## config.mk

```make
export PLATFORM = sky130hd
export DESIGN_NAME = mfg_back
export DESIGN_NICKNAME = d
export VERILOG_FILES = /design/src/rtl/mfg_pkg.sv /design/src/rtl/mfg_back.sv
export SDC_FILE = /design/constraint.sdc
export NUM_CORES = 2
export LEC_CHECK = 0
export BUFFER_PORTS_ARGS = -buffer_cell sky130_fd_sc_hd__buf_4
export CORE_AREA = 3 3 365 367
export DETAILED_ROUTE_END_ITERATION = 16
export DIE_AREA = 0 0 368 370
export PLACE_DENSITY = 0.54
export SLEW_MARGIN = 20
export SYNTH_ARGS = -nofsm -noshare
export SYNTH_HDL_FRONTEND = slang
export SYNTH_SLANG_ARGS = --single-unit
```

## constraint.sdc

```tcl
create_clock -name clk_i -period 43.4 [get_ports clk_i]
set_clock_uncertainty 0.1 [all_clocks]
set_input_delay 10.85 -clock clk_i [delete_from_list [all_inputs] [get_ports clk_i]]
set_output_delay 10.85 -clock clk_i [all_outputs]
set_load 0.005 [all_outputs]
```

## src/rtl/mfg_pkg.sv

```systemverilog
package mfg_pkg;

  localparam int MAX_WIDTH   = 1024;
  localparam int SAMPLE_BITS = 32;
  localparam int COL_W       = $clog2(MAX_WIDTH);
  localparam int ROW_W       = 16;
  localparam int WREG_W      = 11;
  localparam int HREG_W      = 16;
  localparam int WX_W        = (WREG_W > COL_W + 1) ? WREG_W : COL_W + 1;
  localparam int CFG_IDX_W   = 2;
  localparam int CFG_DATA_W  = 16;
  localparam int WIN_N       = 9;
  localparam int NRES        = 4;
  localparam int JOBQ_DEPTH  = 4;
  localparam int JQP_W       = $clog2(JOBQ_DEPTH);
  localparam int JQC_W       = JQP_W + 1;
  localparam int OUTQ_DEPTH  = 4;
  localparam int OQP_W       = $clog2(OUTQ_DEPTH);
  localparam int OQC_W       = OQP_W + 1;
  localparam int RANK_W      = $clog2(WIN_N + 1);

  localparam logic [WREG_W-1:0] RESET_WIDTH  = WREG_W'(1024);
  localparam logic [HREG_W-1:0] RESET_HEIGHT = HREG_W'(1024);

  localparam logic [CFG_IDX_W-1:0] CFG_GRID_WIDTH  = CFG_IDX_W'(0);
  localparam logic [CFG_IDX_W-1:0] CFG_GRID_HEIGHT = CFG_IDX_W'(1);

  typedef logic signed [SAMPLE_BITS-1:0] sample_t;

  typedef struct packed {
    logic              vld;
    logic [WIN_N-1:0]  mask;
    logic [COL_W-1:0]  col;
    logic [ROW_W-1:0]  row;
    logic              last;
  } res_t;

  typedef struct packed {
    sample_t [WIN_N-1:0] win;
    res_t    [NRES-1:0]  res;
  } job_t;

  typedef struct packed {
    sample_t          median;
    logic [COL_W-1:0] col;
    logic [ROW_W-1:0] row;
    logic             last;
  } out_t;

  // window index is row*3+col, row 0 oldest, col 0 leftmost
  function automatic logic [WIN_N-1:0] win_mask(input logic incl_row0, input logic incl_col0);
    logic [WIN_N-1:0] m;
    for (int k = 0; k < WIN_N; k++) begin
      m[k] = ((k / 3) != 0 || incl_row0) && ((k % 3) != 0 || incl_col0);
    end
    return m;
  endfunction

endpackage

```

## src/rtl/mfg_back.sv

```systemverilog
module mfg_back (
  input  logic                         clk_i,
  input  logic                         rst_ni,
  input  mfg_pkg::job_t                head_i,
  input  logic                         jobq_empty_i,
  output logic                         job_pop_o,
  input  logic                         pop,
  output logic                         empty,
  output mfg_pkg::sample_t             median_value_o,
  output logic [mfg_pkg::COL_W-1:0]    out_column_o,
  output logic [mfg_pkg::ROW_W-1:0]    out_row_o,
  output logic                         run_last_o
);
  import mfg_pkg::*;

  logic [NRES-1:0]     done_q, pending, pick_oh, rest;
  logic [1:0]          pick;
  logic                room, issue;
  logic                s1v_q;
  sample_t             s1_win_q [WIN_N];
  logic [WIN_N-1:0]    s1_bf_q  [WIN_N];
  logic [WIN_N-1:0]    bf       [WIN_N];
  res_t                s1_res_q, cur;
  logic [RANK_W-1:0]   n, kth;
  logic [RANK_W-1:0]   rank [WIN_N];
  sample_t             med;
  out_t                oq_q [OUTQ_DEPTH];
  out_t                ohead;
  logic [OQP_W-1:0]    owp_q, orp_q;
  logic [OQC_W-1:0]    ocnt_q;
  logic                opop;

  always_comb begin
    for (int k = 0; k < NRES; k++) pending[k] = head_i.res[k].vld && !done_q[k];
    pick = '0;
    for (int k = NRES - 1; k >= 0; k--) begin
      if (pending[k]) pick = 2'(k);
    end
    pick_oh = NRES'(1) << pick;
    rest    = pending & ~pick_oh;
  end

  assign cur       = head_i.res[pick];
  assign room      = ({1'b0, ocnt_q} + (OQC_W + 1)'(s1v_q)) < (OQC_W + 1)'(OUTQ_DEPTH);
  assign issue     = !jobq_empty_i && room && (|pending);
  assign job_pop_o = issue && (rest == '0);

  // bf[i][j]: element j sorts ahead of element i, ties broken by index
  always_comb begin
    for (int i = 0; i < WIN_N; i++) begin
      for (int j = 0; j < WIN_N; j++) begin
        bf[i][j] = 1'b0;
      end
    end
    for (int i = 0; i < WIN_N; i++) begin
      for (int j = 0; j < i; j++) begin
        bf[i][j] = $signed(head_i.win[j]) <= $signed(head_i.win[i]);
        bf[j][i] = !(bf[i][j]);
      end
    end
  end

  always_ff @(posedge clk_i or negedge rst_ni) begin
    if (!rst_ni) begin
      done_q <= '0;
      s1v_q  <= 1'b0;
    end else begin
      s1v_q <= issue;
      if (job_pop_o) begin
        done_q <= '0;
      end else if (issue) begin
        done_q <= done_q | pick_oh;
      end
    end
  end

  always_ff @(posedge clk_i) begin
    if (issue) begin
      for (int k = 0; k < WIN_N; k++) begin
        s1_win_q[k] <= head_i.win[k];
        s1_bf_q[k]  <= bf[k];
      end
      s1_res_q <= cur;
    end
  end

  // rank each kept element, take the lower middle
  always_comb begin
    n = '0;
    for (int k = 0; k < WIN_N; k++) n = n + RANK_W'(s1_res_q.mask[k]);
    kth = (n - RANK_W'(1)) >> 1;
    med = '0;
    for (int i = 0; i < WIN_N; i++) begin
      rank[i] = '0;
      for (int j = 0; j < WIN_N; j++) begin
        rank[i] = rank[i] + RANK_W'(s1_res_q.mask[j] && s1_bf_q[i][j]);
      end
      if (s1_res_q.mask[i] && rank[i] == kth) med = med | s1_win_q[i];
    end
  end

  assign opop  = pop && !empty;
  assign empty = ocnt_q == '0;
  assign ohead = oq_q[orp_q];

  always_ff @(posedge clk_i or negedge rst_ni) begin
    if (!rst_ni) begin
      owp_q  <= '0;
      orp_q  <= '0;
      ocnt_q <= '0;
    end else begin
      if (s1v_q) owp_q <= owp_q + OQP_W'(1);
      if (opop)  orp_q <= orp_q + OQP_W'(1);
      ocnt_q <= ocnt_q + OQC_W'(s1v_q) - OQC_W'(opop);
    end
  end

  always_ff @(posedge clk_i) begin
    if (s1v_q) begin
      oq_q[owp_q] <= '{median: med, col: s1_res_q.col, row: s1_res_q.row,
                       last: s1_res_q.last};
    end
  end

  assign median_value_o = ohead.median;
  assign out_column_o   = ohead.col;
  assign out_row_o      = ohead.row;
  assign run_last_o     = ohead.last;

endmodule

```

* Word level (Yosys, flattened, before mapping)
Memory sizes are Yosys's and may differ from the RTL's.
Cells that the tools add are included.
** Operators by class
- Equal/unequal tests :: 9
- Bitwise gates (word level) :: 11
- Shift operators :: 1
- Muxes and demuxes :: 21
- $add $sub $neg :: 86
- Reduce and logical (&&, ||, !) cells :: 144
- Order comparisons :: 38
** Operator list (count)
- $le A32 B32 Y1 :: 36
- $mux W32 :: 9
- $or A32 B32 Y32 :: 8
- $add A4 B1 Y4 :: 50
- $logic_and A1 B1 Y1 :: 98
- $bmux W37 S2 :: 1
- $add A3 B1 Y4 :: 11
- $logic_not A1 Y1 :: 42
- $eq A4 B3 Y1 :: 9
- $mux W36 :: 1
- $add A2 B1 Y3 :: 10
- $add A1 B1 Y2 :: 10
- $mux W2 :: 4
- $mux W4 :: 2
- $add A2 B1 Y2 const B :: 2
- $and A4 B4 Y4 :: 1
- $logic_not A4 Y1 :: 1
- $lt A4 B3 Y1 const B :: 1
- $mux W1 :: 4
- $not A4 Y4 :: 1
- $or A4 B4 Y4 :: 1
- $reduce_or A4 Y1 :: 1
- $shl A1 B2 Y4 const A :: 1
- $sub A4 B1 Y4 const B :: 1
- 5 further kinds :: 5
** Storage, ports and cells
- Memories kept :: 3
- Logic and storage cells :: 322
- Memory bits (writable) :: 605
- Bits in registers :: 48
- Bits of input ports :: 440
- Output and inout bits :: 61
** Memory list
- s1_win_q :: depth 9, width 32, read ports 9, clocked after memory_dff 0, wr ports 9, line mfg_back.sv:20 : sample_t s1_win_q [WIN_N];
- oq_q :: depth 4, width 59, read ports 1, clocked after memory_dff 0, wr ports 1, line mfg_back.sv:27 : out_t oq_q [OUTQ_DEPTH];
- s1_bf_q :: depth 9, width 9, read ports 9, clocked after memory_dff 0, wr ports 9, line mfg_back.sv:21 : logic [WIN_N-1:0] s1_bf_q [WIN_N];

* Logic depth before layout (Yosys ltp)
An unclocked memory read counts as a cell.
- Word-level depth :: 29
- Gate-level depth with buffers :: 17
- Depth with buffers taken out :: 15

* Worst setup path before layout
OpenSTA, ideal clock, no wires.
- Path kind :: input -> output
- From :: input head_i[110] in the netlist's numbering
- To :: output job_pop_o
- Data arrival time :: 28.816 ns
- Stages :: 5
- Required time :: 32.450 ns
- Slack :: 3.634 ns
- Buffers on the path :: 0
- Cells stage by stage :: nand2b_1 nand2_1 o21ai_0 nor2_1 nor3b_1
** Between the ends
- Elaborated cells on any way between the ends :: 11
- Classes of those cells :: shift: 1; mux: 3; bitwise: 2; reduce/logical: 5
** RTL lines
- start, declared :: line mfg_back.sv:4 : input mfg_pkg::job_t head_i,
- $logic_and A1 B1 Y1 :: line mfg_back.sv:34 : for (int k = 0; k < NRES; k++) pending[k] = head_i.res[k].vld && !done_q[k];
- $reduce_or A4 Y1 :: line mfg_back.sv:45 : assign issue = !jobq_empty_i && room && (|pending);
- $logic_and A1 B1 Y1 :: line mfg_back.sv:45
- net issue :: line mfg_back.sv:18 : logic room, issue;
- $logic_and A1 B1 Y1 :: line mfg_back.sv:46 : assign job_pop_o = issue && (rest == '0);
- end, declared :: line mfg_back.sv:6 : output logic job_pop_o,
The timed path passes the listed nets, and every way through them passes these cells.

* Worst setup path after layout
- From :: input head_i[110] in the netlist's numbering
- To :: output job_pop_o
** Between the ends
- Cells in the longest elaborated chain, start to end :: 9
- Elaborated cells on any way between the ends :: 11
- Classes of those cells :: shift: 1; mux: 3; bitwise: 2; reduce/logical: 5
** Ends and longest elaborated chain
- $logic_and A1 B1 Y1 (*) :: line mfg_back.sv:34
- $mux W2 (3 in a row) :: line mfg_back.sv:37 : if (pending[k]) pick = 2'(k);
- $shl A1 B2 Y4 :: line mfg_back.sv:39 : pick_oh = NRES'(1) << pick;
- $not A4 Y4 :: line mfg_back.sv:40 : rest = pending & ~pick_oh;
- $and A4 B4 Y4 :: line mfg_back.sv:40
- $logic_not A4 Y1 :: line mfg_back.sv:46
- $logic_and A1 B1 Y1 (*) :: line mfg_back.sv:46
Mark *: on every way between the ends. The rest lies on a longest branch, timed or not.

==> impl_metrics.toml <==
[cts]
cts.repair.resized = 0
clock-sinks = 644
cts_root_buffer = "clkbuf_16"
cts_buffers = 75
htree_levels = 3
postCtsSetupRepairBufs = 0
clockBufferDepth = 3
hold_buffers = 0
clock_latency_ps = 700
cts_tree = "yes"
clkTransAtPathRegs_ps = 60

[sta]
period_share = 0.5383
max_freq_mhz = 42.81
drv_slew = 0
fin_tns_setup_ps = 0
rsz0062_at_grt = "no"
hold_viol = 0
period_minus_slack_ps = 23360
layout_setup_ws_ps = 20040
setup_violations = 0
worst_pin_slew_ps = 1271
slew_headroom = 0.1459

[logic_synthesis]
synth_cell_types = 64
async_flop_share = 0.01863
syn_avg_cell_area_um2 = 11.57
synthCells = 4488
ys_seq_area_frac = 0.3713
synth_ff_type = "edfxtp_1"
syn_area_um2 = 51920
synth-seq-cells = 644
yosys_warnings = 0
synth_edf_count = 632
syn-num-nets = 6159

[critical_path]
worst-path-max-fanout = 5
crit_arrival_ps = 12410
cp_top_family = "simple AND/OR/NAND/NOR gates"
crit_chain = "buf_4 > nand2b_1 > nand2_1 > maj3_1 > nor3b_1 > buf_4"
worst-setup-path-type = "in2out"
cp.required_ps = 32450
start_kind = "primary input"
critPathMaxStageDelay_ps = 560
crit_top_cell = "buf_4"
worst-path-buf-inv = 2
cp_slowest_cell = "nor3b_1"
crit_path_end_kind = "output port"

[route]
totalWireLength_mm = 216.7
drt_iter0_drc = 4070
antenna_left = 0
wl_per_cell_um = 31.65
vias = 41390
drc = 0
viasPerCell = 6.044
firstDrtPassIters = 8

[power_and_ir_drop]
p_int_uw = 2312
power_frac_clock = 0.142
power.share.sequential = 0.286
peakVddDrop_mv = 0.09929
p_comb_frac = 0.572
switchingPower_uw = 2078
p_per_area_nw_per_um2 = 72.60
swShare = 0.4734
p_leak_uw = 0.02800

[global_route]
grt_usage = 0.3099
grt_max_degree = 75
grt_pass1_vias = 39680
grt_first_pass_wirelength_mm = 299.5
antenna_found_initial = 13
grt_overflow_total = 0

[hold_path]
hold_class = "reg2reg"

[floorplanning]
die_h_um = 370
ios = 501
die_area_um2 = 136200
rows = 132
core_area_um2 = 129800
chipWidth_um = 368
start_util = 0.4000

[finish]
fillers = 12100
areaGrowthSynthToFinish_pct = 16.46
stdcell_area_um2 = 60470
drive_gt1_frac = 0.1532
final_cell_mix = "1,189 x ha_1, 632 x edfxtp_1, 536 x buf_4"
layout_commonest_cell = "ha_1"
nets = 6710
fin_util = 0.4658

[placed_design]
place_hpwl_mm = 169.1
portBuffers = 500
place.gp.congestion = 1.009
dpl_cell_area_um2 = 58060
post-place-ws_ps = 20090

[flow_run]
maxCapViolations = 0

[status]
status = "complete, no violations"
==> logic make-up (layout without fill, tap and decap cells) <==
kind of cell,Yosys count,in the layout,synth area share
fa+ha+maj,1232,1232,0.3029
compound gates,1210,1210,0.1599
flops,644,644,0.3713
mux,116,116,0.03701
simple gates,853,853,0.09193
buf+inv,398,1008,0.02952
xor+xnor,35,35,0.007518
other cells,0,8,0
==> synthesized netlist by cell type, types with 7 or more instances <==
cell type,count,share of area
clkbuf_1,41,0.0030
ha_1,1189,0.29
or3_1,15,0.0018
nor2b_1,56,0.0067
a21oi_1,298,0.029
a22oi_1,36,0.0052
fa_1,42,0.016
nand4_1,243,0.029
and4_1,37,0.0062
mux2i_1,45,0.0087
nor4_1,28,0.0034
a222oi_1,32,0.0062
buf_1,7,0.00051
nor2_1,114,0.0082
o31ai_1,21,0.0030
a2111oi_0,26,0.0044
xor2_1,16,0.0027
a211oi_1,17,0.0025
nand2_1,115,0.0083
o21a_1,109,0.016
or2_2,26,0.0031
a221oi_1,32,0.0054
nor3_1,31,0.0030
xnor2_1,14,0.0024
dfrtp_1,12,0.0058
inv_1,334,0.024
mux4_2,59,0.026
and2_1,46,0.0055
nand3_1,86,0.0083
o211ai_1,30,0.0043
mux2_2,10,0.0022
o21ai_0,122,0.012
a22o_1,32,0.0054
buf_2,13,0.0013
and3_1,20,0.0024
a32oi_1,32,0.0054
nand2b_1,13,0.0016
edfxtp_1,632,0.37
a21o_1,402,0.058
==> sequential cells by signal, summed over array words and instances, names as in the netlist <==
signal	flops
owp_q	2
oq_q	236
s1v_q	1
orp_q	2
s1_win_q	288
done_q	4
ocnt_q	3
s1_bf_q	72
s1_res_q	36
==> worst paths after layout <==
path	cells after the start	from	end	slack, ps
worst max-delay path	6	head_i[110]	job_pop_o	20040
worst min-delay path	0	s1_res_q[19]	oq_q[1][19]	390
worst max register to register	14	s1_res_q[33]	oq_q[0][58]	36810
worst min register to register	0	s1_res_q[19]	oq_q[1][19]	390
max in group asynchronous	1	rst_ni	orp_q[0]	33120
min in group asynchronous	1	rst_ni	orp_q[1]	9900
==> per-stage QoR <==
| stage | power, uW | std cells | hold slack (ps) |
|---|---|---|---|
| after floorplan | 2624 | 4488 | 354.0 |
| after global placement | 3687 | 6702 | 382.1 |
| after detailed placement | 3739 | 6704 | 383.7 |
| after CTS | 4374 | 6840 | 395.7 |
| after global routing | 4609 | 6841 | 421.1 |
| final | 4390 | 6848 | 393.6 |
==> layer usage <==
layer | vias to the layer above | global-route usage | wire (um)
met5 | - | 0 | 51
met4 | 8 | 0.1323 | 10650
met3 | 347 | 0.05600 | 17010
met2 | 1738 | 0.4799 | 94990
met1 | 20400 | 0.4256 | 94020
li1 | 18900 | - | -
==> power groups by stage <==
stage	logic, uW	registers, uW	clock network, uW
6_report	2510	1260	624
4_1_cts	2480	1260	636
3_5_place_dp	2470	1270	0
5_1_grt	2670	1270	661
2_1_floorplan	1320	1310	0
3_3_place_gp	2420	1260	0
==> layout make-up <==
class / instances / area [um2] / area share
repair buffers: 538 / 4066 / 0.06724
flip-flops and latches: 644 / 19290 / 0.3189
inverters: 334 / 1254 / 0.02073
diodes: 8 / 20.02 / 0.0003311
multi-input cells: 3446 / 31290 / 0.5173
well taps: 1742 / 2180 / 0.03604
clock inverters: 49 / 459.2 / 0.007593
clock buffers: 87 / 1922 / 0.03178
Note: power is estimated with default switching activity, not from simulation.
