===== config.mk =====
export PLATFORM = sky130hd
export DESIGN_NAME = mfg_jobq
export DESIGN_NICKNAME = d
export VERILOG_FILES = /design/src/rtl/mfg_pkg.sv /design/src/rtl/mfg_jobq.sv
export SDC_FILE = /design/constraint.sdc
export NUM_CORES = 1
export LEC_CHECK = 0
export BUFFER_PORTS_ARGS = -buffer_cell sky130_fd_sc_hd__buf_4
export CAP_MARGIN = 20
export CELL_PAD_IN_SITES_DETAIL_PLACEMENT = 1
export CELL_PAD_IN_SITES_GLOBAL_PLACEMENT = 2
export CORE_ASPECT_RATIO = 0.5
export CORE_MARGIN = 2
export CORE_UTILIZATION = 41
export CTS_CLUSTER_DIAMETER = 60
export CTS_CLUSTER_SIZE = 14
export DETAILED_ROUTE_END_ITERATION = 7
export PLACE_DENSITY_LB_ADDON = 0.3
export SLEW_MARGIN = 20
export SYNTH_ARGS = -nofsm -noshare
export SYNTH_HDL_FRONTEND = slang
export SYNTH_SLANG_ARGS = --single-unit

===== constraint.sdc =====
create_clock -name clk_i -period 12.3 [get_ports clk_i]
set_clock_uncertainty 0.2 [all_clocks]
set_input_delay 1.23 -clock clk_i [delete_from_list [all_inputs] [get_ports clk_i]]
set_output_delay 1.23 -clock clk_i [all_outputs]
set_load 0.01 [all_outputs]

===== src/rtl/mfg_pkg.sv =====
package mfg_pkg;

  localparam int MAX_WIDTH   = 1024;
  localparam int SAMPLE_BITS = 32;
  localparam int COL_W       = $clog2(MAX_WIDTH);
  localparam int ROW_W       = 16;
  localparam int WREG_W      = 11;
  localparam int HREG_W      = 16;
  localparam int WX_W        = (WREG_W > COL_W + 1) ? WREG_W : COL_W + 1;
  localparam int CFG_IDX_W   = 2;
  localparam int CFG_DATA_W  = 16;
  localparam int WIN_N       = 9;
  localparam int NRES        = 4;
  localparam int JOBQ_DEPTH  = 4;
  localparam int JQP_W       = $clog2(JOBQ_DEPTH);
  localparam int JQC_W       = JQP_W + 1;
  localparam int OUTQ_DEPTH  = 4;
  localparam int OQP_W       = $clog2(OUTQ_DEPTH);
  localparam int OQC_W       = OQP_W + 1;
  localparam int RANK_W      = $clog2(WIN_N + 1);

  localparam logic [WREG_W-1:0] RESET_WIDTH  = WREG_W'(1024);
  localparam logic [HREG_W-1:0] RESET_HEIGHT = HREG_W'(1024);

  localparam logic [CFG_IDX_W-1:0] CFG_GRID_WIDTH  = CFG_IDX_W'(0);
  localparam logic [CFG_IDX_W-1:0] CFG_GRID_HEIGHT = CFG_IDX_W'(1);

  typedef logic signed [SAMPLE_BITS-1:0] sample_t;

  typedef struct packed {
    logic              vld;
    logic [WIN_N-1:0]  mask;
    logic [COL_W-1:0]  col;
    logic [ROW_W-1:0]  row;
    logic              last;
  } res_t;

  typedef struct packed {
    sample_t [WIN_N-1:0] win;
    res_t    [NRES-1:0]  res;
  } job_t;

  typedef struct packed {
    sample_t          median;
    logic [COL_W-1:0] col;
    logic [ROW_W-1:0] row;
    logic             last;
  } out_t;

  // window index is row*3+col, row 0 oldest, col 0 leftmost
  function automatic logic [WIN_N-1:0] win_mask(input logic incl_row0, input logic incl_col0);
    logic [WIN_N-1:0] m;
    for (int k = 0; k < WIN_N; k++) begin
      m[k] = ((k / 3) != 0 || incl_row0) && ((k % 3) != 0 || incl_col0);
    end
    return m;
  endfunction

endpackage


===== src/rtl/mfg_jobq.sv =====
module mfg_jobq (
  input  logic                      clk_i,
  input  logic                      rst_ni,
  input  logic                      push_i,
  input  mfg_pkg::job_t             job_i,
  input  logic                      pop_i,
  output mfg_pkg::job_t             head_o,
  output logic                      empty_o,
  output logic [mfg_pkg::JQC_W-1:0] cnt_o
);
  import mfg_pkg::*;

  job_t             mem_q [JOBQ_DEPTH];
  logic [JQP_W-1:0] wp_q, rp_q;
  logic [JQC_W-1:0] cnt_q;

  assign head_o  = mem_q[rp_q];
  assign empty_o = cnt_q == '0;
  assign cnt_o   = cnt_q;

  always_ff @(posedge clk_i or negedge rst_ni) begin
    if (!rst_ni) begin
      wp_q  <= '0;
      rp_q  <= '0;
      cnt_q <= '0;
    end else begin
      if (push_i) wp_q <= wp_q + JQP_W'(1);
      if (pop_i)  rp_q <= rp_q + JQP_W'(1);
      cnt_q <= cnt_q + JQC_W'(push_i) - JQC_W'(pop_i);
    end
  end

  always_ff @(posedge clk_i) begin
    if (push_i) mem_q[wp_q] <= job_i;
  end

endmodule


**After elaboration in Yosys (flattened, before gate mapping)**

Memory sizes are Yosys's and may differ from the RTL's.
Index checks and enable logic that the tools add are counted.

- Register bits after elaboration: 7
- Memory bits (writable): 1,744
- Output and inout bits: 440
- Logic and storage cells: 11
- Memories kept: 1

- Add/subtract/negate cells: 4
- Multiplexer cells: 2
- Reduce and logical (&&, ||, !) cells: 1

Memories:

| memory | depth | bits a word | rd ports | clocked after Yosys merged registers in | wr ports | line | text |
|---|---|---|---|---|---|---|---|
| mem_q | 4 | 436 | 1 | 0 | 1 | mfg_jobq.sv:13 | `job_t mem_q [JOBQ_DEPTH];` |

Operators by type and width:

| kind | number |
|---|---|
| $add A2 B1 Y2 const B | 2 |
| $add A3 B1 Y3 | 1 |
| $logic_not A3 Y1 | 1 |
| $sub A3 B1 Y3 | 1 |
| $mux W1 | 2 |

**Longest topological paths before layout**

Gate-level depths: netlist of the first run.

- Depth after elaboration: 2
- Gate-level depth with buffers: 7
- Mapped depth without buffers: 7

**Worst setup path after synthesis of the first run**

Ideal clock, no wire load.

- Kind: input -> register
- Start point: in push_i
- End point: mem mem_q[0][0] (netlist name) (enable)
- Setup time: 0.854 ns
- Data arrival time: 11.027 ns
- Data required time: 11.246 ns
- Slack: 0.218 ns
- Stages on the path: 1
- Buffers on the path: 0
- Path through: and2_1

- Cells in the longest elaborated chain, start to end: 2

RTL lines:

| what | line | text |
|---|---|---|
| start, declared | mfg_jobq.sv:4 | `input logic push_i,` |
| $mux W1 | mfg_jobq.sv:34 | `if (push_i) mem_q[wp_q] <= job_i;` |
| $mux W1 (not written as such) | mfg_jobq.sv:34 |  |
| end, declared | mfg_jobq.sv:13 |  |

No other way between the ends.

==> results of run 1 <==
==> flip-flops by register name, summed over array words and instances, names as in the netlist <==
name,cells
wp_q,2
rp_q,2
mem_q,1744
cnt_o,3
==> per-stage QoR <==
| stage | hold slack [ps] | total power, mW | utilization [%] | cells | cell area, um^2 |
|---|---|---|---|---|---|
| finish | 346 | 18.2 | 49.4 | 5430 | 77700 |
| global route | 374 | 18.9 | 49.4 | 5430 | 77700 |
| CTS | 344 | 18.5 | 49.4 | 5402 | 77700 |
| detailed placement | 330 | 14.2 | 46.8 | 5224 | 73600 |
| global placement | 323 | 14.1 | 46.8 | 5224 | 73600 |
| floorplan | 294 | 11.8 | - | 2311 | 64800 |
==> cell usage in the layout (no fill, tap or decap) <==
cell type,n
dfrtp_4,2
fa_1,1
clkbuf_1,7
inv_1,6
nor3_1,1
mux4_2,59
xnor2_1,3
o21ai_0,1
clkinv_1,1
clkinv_8,1
clkinv_4,2
dlygate4sd3_1,1
dfrtp_1,5
clkinv_2,2
edfxtp_1,1744
buf_4,901
buf_12,10
inv_6,7
mux4_1,377
clkbuf_16,155
nand2_1,2
diode_2,28
xor2_1,2
ha_1,6
and2_4,4
bufinv_16,2
==> worst max-delay path by stage <==
stage | end | cells after the start
floorplan | mem_q[0][0] | 1
global route | head_o[368] | 4
global placement | head_o[314] | 4
finish | head_o[368] | 4
detailed placement | head_o[161] | 4
CTS | head_o[368] | 4
==> report_power, final <==
group | total, mW | internal [mW] | switching, mW
sequential | 8.11 | 7.80 | 0.313
clock | 4.32 | 2.29 | 2.03
combinational | 5.79 | 2.66 | 3.13
==> repair_timing <==
action	CTS	global route
hold buffers	1	0
setup endpoints to repair	0	0
hold endpoints to repair	7	0
==> synthesized netlist by cell type <==
master and instances:
dfrtp_1 7, nor3_1 1, nand2_1 2, and2_1 4
inv_1 6, clkbuf_1 5, buf_6 43, mux4_1 377
ha_1 6, fa_1 1, edfxtp_1 1744, mux4_2 59
xor2_1 2, buf_8 5, o21ai_0 1, buf_2 45
xnor2_1 3
==> worst max-delay path, stage by stage (launching register included) <==
cell and delay (ps):
dfrtp_4 1100, buf_12 500, buf_4 870, mux4_1 700, buf_4 170
==> cell families (layout without fill, tap and decap cells) <==
logic type,after synthesis,count (layout),share of synthesized area (%)
multiplexers,436,436,17.3
AO/OA/AOI/OAI,1,1,0.00772
buffers and inverters,104,1095,1.27
adder cells (fa/ha/maj),7,7,0.147
other,0,28,0
AND/OR/NAND/NOR,7,7,0.0579
flip-flops,1751,1751,81.1
XOR/XNOR,5,5,0.0676
==> layer usage <==
layer  GRT usage, %  vias up  wire (um)  part of all wire, %
met2           36.3      613      89700                   57
met5              0        -         88                0.056
met1           20.8    15400      56000                   35
met3           3.80      229       6510                  4.1
met4           8.04       12       5740                  3.6
li1               -    12300          -                    -
==> layout make-up <==
class                   count  area share (%)
diodes                     28          0.0901
clock buffers             162            5.02
clock inverters            15           0.217
inverters                   6          0.0290
multi-input cells         456            14.7
flip-flops and latches   1751            67.6
well taps                2100            3.38
repair buffers            912            8.97
==> impl_metrics.csv, run 1 <==
group,metric,value,unit
place,io_buffers,879,
logic_synthesis,avgSynthCellArea,28.0,um^2
timing,worstMarginPinSlew,1110,ps
timing,finalMaxSlewViolations,0,
cells_and_area,multiInputGateArea,11400,um^2
clock_network,cts.clk_slew.worst_paths,70,ps
critical_path,required,10870,ps
grt,grt_usage,19.2,%
clock_network,clk_latency,780,ps
floorplan,die_w,566,um
critical_path,crit_type,"flip-flop to output pin",
detailed_routing,wl,158000,um
critical_path,critPathLaunchType,"flip-flop",
logic_synthesis,synth_top_cell_area_share,80.8,%
critical_path,r2r-start,"wp_q[0]",
clock_network,cts_tree,"done",
timing,hold_viol,0,
critical_path,cp.arrival,4320,ps
floorplan,pin_count,880,
critical_path,crit_fanout,86,
timing,setup_viol,0,
timing,finalCriticalPeriod,5750,ps
run,maxCapViolations,0,
worst_hold_path,holdPathEnd,"wp_q[0]",
timing,finalCritPeriodShare,46.7,%
grt,grt_pass1_wl,223000,um
power_and_ir_drop,power.density,234,nW/um^2
grt,antenna_found_initial,34,
power_and_ir_drop,leakagePower,27.0,nW
detailed_routing,postRouteAntennaNets,0,
floorplan,start_util,41.2,%
detailed_routing,drt-initial-drc-count,1837,
clock_network,clock-sinks,1751,
grt,grt-ovfl-total,0,
floorplan,core_area,157000,um^2
cells_and_area,regArea,52600,um^2
critical_path,endpoint_kind,"output pin",
logic_synthesis,synth_cell_types,17,
logic_synthesis,netlist_area,64800,um^2
cells_and_area,layout-drive-gt1-share,34.7,%
detailed_routing,via_count,28600,
timing,worst_slack,6550,ps
clock_network,cts_max_level,4,
detailed_routing,post_drt_via_cell_ratio,5.26,
cells_and_area,area_delta_synth_final,20.0,%
critical_path,rrSetupSlack,8640,ps
cells_and_area,fillers,13700,
run_status,status,"completed",
logic_synthesis,synth_top_area_cell,"edfxtp_1",
floorplan,die_area,161000,um^2
logic_synthesis,synthCells,2311,
clock_network,ctsResizeCount,0,
clock_network,cts-root-buf,"clkbuf_16",
timing,rsz0062_at_grt,"no",
clock_network,numCtsBuffers,153,
logic_synthesis,synth-warning-count,0,
critical_path,ff2ff_path_depth,5,
logic_synthesis,yosysSeqAreaShare,81.1,%
place,hpwl,99300,um
timing,setup_tns,0,ps
detailed_routing,dr.pass1.iters,5,
worst_hold_path,hold_depth,1,
floorplan,core.rowCount,103,
critical_path,critPathLaunch,"rp_q[0]",
worst_hold_path,hold_class,"flip-flop to flip-flop",
floorplan,die_h,285,um
logic_synthesis,syn-num-nets,2758,
place,gp_congestion,0.772,
detailed_routing,route.detailed.drc,0,
grt,grt_pass1_vias,30500,
worst_hold_path,hold_start,"wp_q[0]",
clock_network,clock_path_buffers,4,
critical_path,worstReg2RegEnd,"mem_q[0][152]",
timing,slew_headroom,26.1,%
logic_synthesis,synthTopCellsByArea,"edfxtp_1, mux4_1, mux4_2",
place,dp_slack,7270,ps
grt,grt_max_degree,135,
timing,max_freq,174,MHz
power_and_ir_drop,peakVddDrop,0.184,mV
detailed_routing,wl_per_cell,29.1,um
logic_synthesis,ys_ff_latch,1751,
clock_network,cts_setup_buffers,0,
cells_and_area,final_nets,3727,
Note: power is estimated with default switching activity, not from simulation.
==> inputs of run 2 (changes only) <==
--- a/config.mk
+++ b/config.mk
@@ -5,13 +5,14 @@
 export SDC_FILE = /design/constraint.sdc
 export NUM_CORES = 1
 export LEC_CHECK = 0
+export ABC_AREA = 1
 export BUFFER_PORTS_ARGS = -buffer_cell sky130_fd_sc_hd__buf_4
 export CAP_MARGIN = 20
 export CELL_PAD_IN_SITES_DETAIL_PLACEMENT = 1
 export CELL_PAD_IN_SITES_GLOBAL_PLACEMENT = 2
 export CORE_ASPECT_RATIO = 0.5
 export CORE_MARGIN = 2
-export CORE_UTILIZATION = 41
+export CORE_UTILIZATION = 38
 export CTS_CLUSTER_DIAMETER = 60
 export CTS_CLUSTER_SIZE = 14
 export DETAILED_ROUTE_END_ITERATION = 7
==> constraint.sdc (replaced) <==
create_clock -name clk_i -period 5.3 [get_ports clk_i]
set_clock_uncertainty 0.2 [all_clocks]
set_input_delay 0.53 -clock clk_i [delete_from_list [all_inputs] [get_ports clk_i]]
set_output_delay 0.53 -clock clk_i [all_outputs]
set_load 0.01 [all_outputs]
==> impl_metrics.csv, run 2 <==
group,metric,value,unit
timing,hold_viol,0,
cells_and_area,area_delta_synth_final,24.6,%
timing,setup_tns,0,ps
floorplan,core_area,191000,um^2
power_and_ir_drop,p_clk_share,21.4,%
logic_synthesis,netlist_area,73200,um^2
detailed_routing,dr.pass1.iters,7,
floorplan,die_w,625,um
logic_synthesis,async_reset_ff_share,0.400,%
timing,finalCritPeriodShare,79.3,%
clock_network,numCtsBuffers,154,
critical_path,r2r-start,"wp_q[0]",
run,maxCapViolations,0,
clock_network,cts.clk_slew.worst_paths,70,ps
clock_network,clk_latency,800,ps
power_and_ir_drop,peakVddDrop,0.667,mV
grt,grt_pass1_vias,50600,
floorplan,die_area,196000,um^2
cells_and_area,layout-drive-gt1-share,13.8,%
place,gp_congestion,0.773,
timing,finalMaxSlewViolations,0,
critical_path,rrSetupSlack,2300,ps
critical_path,worstReg2RegEnd,"mem_q[3][385]",
detailed_routing,post_drt_via_cell_ratio,4.58,
critical_path,cp.arrival,3470,ps
power_and_ir_drop,power.density,535,nW/um^2
power_and_ir_drop,intPower,30.4,mW
critical_path,crit_fanout,63,
critical_path,endpoint_kind,"output pin",
logic_synthesis,synth-warning-count,0,
logic_synthesis,synthCells,6876,
timing,worstMarginPinSlew,1100,ps
logic_synthesis,synth_common_cells,"nand2_1, inv_1, edfxtp_1, nand3_1, buf_2",
power_and_ir_drop,leakagePower,41.5,nW
grt,grt-ovfl-total,0,
floorplan,start_util,38.4,%
run_status,status,"completed",
logic_synthesis,synth_edf_count,1744,
grt,grt_usage,20.7,%
detailed_routing,via_count,49000,
cells_and_area,layout_commonest_cell,"nand2_1",
critical_path,critPathLaunchType,"flip-flop",
detailed_routing,route.detailed.drc,0,
logic_synthesis,ys_ff_latch,1751,
logic_synthesis,avgSynthCellArea,10.6,um^2
cells_and_area,final_nets,8567,
timing,slew_headroom,26.8,%
worst_hold_path,hold_class,"input pin to flip-flop",
logic_synthesis,synth_top_area_cell,"edfxtp_1",
power_and_ir_drop,seqPwrFrac,38.4,%
grt,grt_pass1_wl,308000,um
timing,finalCriticalPeriod,4200,ps
critical_path,crit_path_top_delay_cell,"dfrtp_4",
power_and_ir_drop,p_sw,18.5,mW
logic_synthesis,yosysSeqAreaShare,71.8,%
worst_hold_path,holdPathEnd,"mem_q[0][125]",
critical_path,ff2ff_path_depth,5,
logic_synthesis,synthTopCellsByArea,"edfxtp_1, nand2_1, inv_1",
critical_path,cp_common_cell,"buf_4",
clock_network,cts_tree,"done",
power_and_ir_drop,combPwrFrac,40.3,%
logic_synthesis,synth_top_cell_area_share,71.5,%
floorplan,pin_count,880,
timing,rsz0062_at_grt,"no",
critical_path,required,4570,ps
detailed_routing,drt-initial-drc-count,2684,
detailed_routing,postRouteAntennaNets,0,
cells_and_area,multiInputGateArea,12700,um^2
clock_network,clock_path_buffers,4,
place,hpwl,124000,um
power_and_ir_drop,p_total,48.8,mW
timing,max_freq,238,MHz
detailed_routing,wl_per_cell,19.3,um
cells_and_area,top_register,"mem_q",
clock_network,clock-sinks,1751,
cells_and_area,largest_register_ffs,1744,
floorplan,die_h,314,um
cells_and_area,fillers,20800,
clock_network,cts_max_level,4,
worst_hold_path,hold_start,"job_i[125]",
critical_path,crit_chain,"buf_4, buf_4, nand2_1, nand3_1, nand2_1, buf_4",
cells_and_area,regArea,52600,um^2
logic_synthesis,synth_most_common_cell,"nand2_1",
cells_and_area,mostFrequentLayoutCells,"nand2_1, inv_1, edfxtp_1, buf_4, nand3_1",
grt,grt_max_degree,150,
detailed_routing,wl,206000,um
grt,antenna_found_initial,26,
place,io_buffers,879,
clock_network,ctsResizeCount,0,
logic_synthesis,syn-num-nets,7323,
critical_path,critPathMaxStageDelay,1010,ps
power_and_ir_drop,switching_share,37.8,%
logic_synthesis,ys.flop_type,"edfxtp_1",
critical_path,crit_type,"flip-flop to output pin",
logic_synthesis,synth_cell_types,15,
floorplan,core.rowCount,113,
clock_network,cts-root-buf,"clkbuf_16",
worst_hold_path,hold_depth,2,
timing,setup_viol,0,
run 2: cell count changes in the layout (fill, tap and decap cells not counted), sizes merged, moves of 15 or more:
cell / before / now
dlygate4sd3: 1 / 440
clkbuf: 162 / 177
mux4: 436 / 0
nand3: 0 / 873
buf: 911 / 939
nand2: 2 / 2191
inv: 13 / 1756
run 2: metal layers:
layer / part of all wire, % / track usage, % / vias to the layer above / routed length, um
met5: 0.0053 / 0 / - / 11
met4: 3.6 / 7.39 / 2 / 7470
met3: 3.1 / 3.06 / 317 / 6390
met2: 55 / 39.7 / 668 / 113000
met1: 38 / 23.2 / 24200 / 78900
li1: - / - / 23800 / -
run 2: logic make-up after synthesis:
logic type / after synthesis / synth area share [%]
adder cells (fa/ha/maj): 7 / 0.130
AO/OA/AOI/OAI: 1 / 0.00683
AND/OR/NAND/NOR: 3065 / 17.2
buffers and inverters: 2049 / 10.8
flip-flops: 1751 / 71.8
XOR/XNOR: 3 / 0.0359
run 2: repair_timing:
action                    in CTS  in global routing
hold endpoints to repair    1756                  0
hold buffers                 440                  0
setup buffers                  0                  0
run 2: layout make-up:
cell class	count	area share, %
antenna	17	0.0466
clock buffer	177	4.46
clock inverter	11	0.177
inverter	1758	7.27
multi-input combinational	3076	14.0
sequential	1751	57.6
tap	2530	3.47
timing repair buffer	1379	13.0
run 2: worst max-delay path: cells and delay by family (launching register included):
family | cells | cell delay (ps)
flip-flops | 1 | 1010
buffers and inverters | 3 | 1270
AND/OR/NAND/NOR | 3 | 320
run 2: stage by stage:
stage | instances | worst slack, ps | hold slack, ps | instance area [um^2] | utilization (%)
floorplan | 6876 | -2580 | 34.4 | 73300 | -
global placement | 10100 | 1920 | 171 | 82600 | 43.3
detailed placement | 10100 | 1900 | 171 | 82600 | 43.3
CTS | 10700 | 1000 | 193 | 91200 | 47.8
global route | 10700 | 839 | 216 | 91200 | 47.9
finish | 10700 | 1100 | 261 | 91200 | 47.9
run 2: power by group through the flow:
stage / logic (mW) / registers, mW / clock network (mW)
3_5_place_dp: 19.8 / 19.0 / 0
2_1_floorplan: 10.3 / 19.6 / 0
6_report: 19.7 / 18.7 / 10.4
5_1_grt: 21.6 / 18.9 / 11.3
3_3_place_gp: 19.6 / 18.9 / 0
4_1_cts: 20.2 / 18.7 / 10.8
run 2: how the worst max path moves through the flow:
stage                     startpoint           to  cells past startpoint
after floorplan               push_i  mem_q[1][0]                      3
after global placement       rp_q[0]  head_o[228]                      6
after detailed placement     rp_q[0]  head_o[176]                      6
after CTS                    rp_q[0]  head_o[176]                      6
after global routing         rp_q[0]  head_o[211]                      6
final                        rp_q[0]  head_o[232]                      6
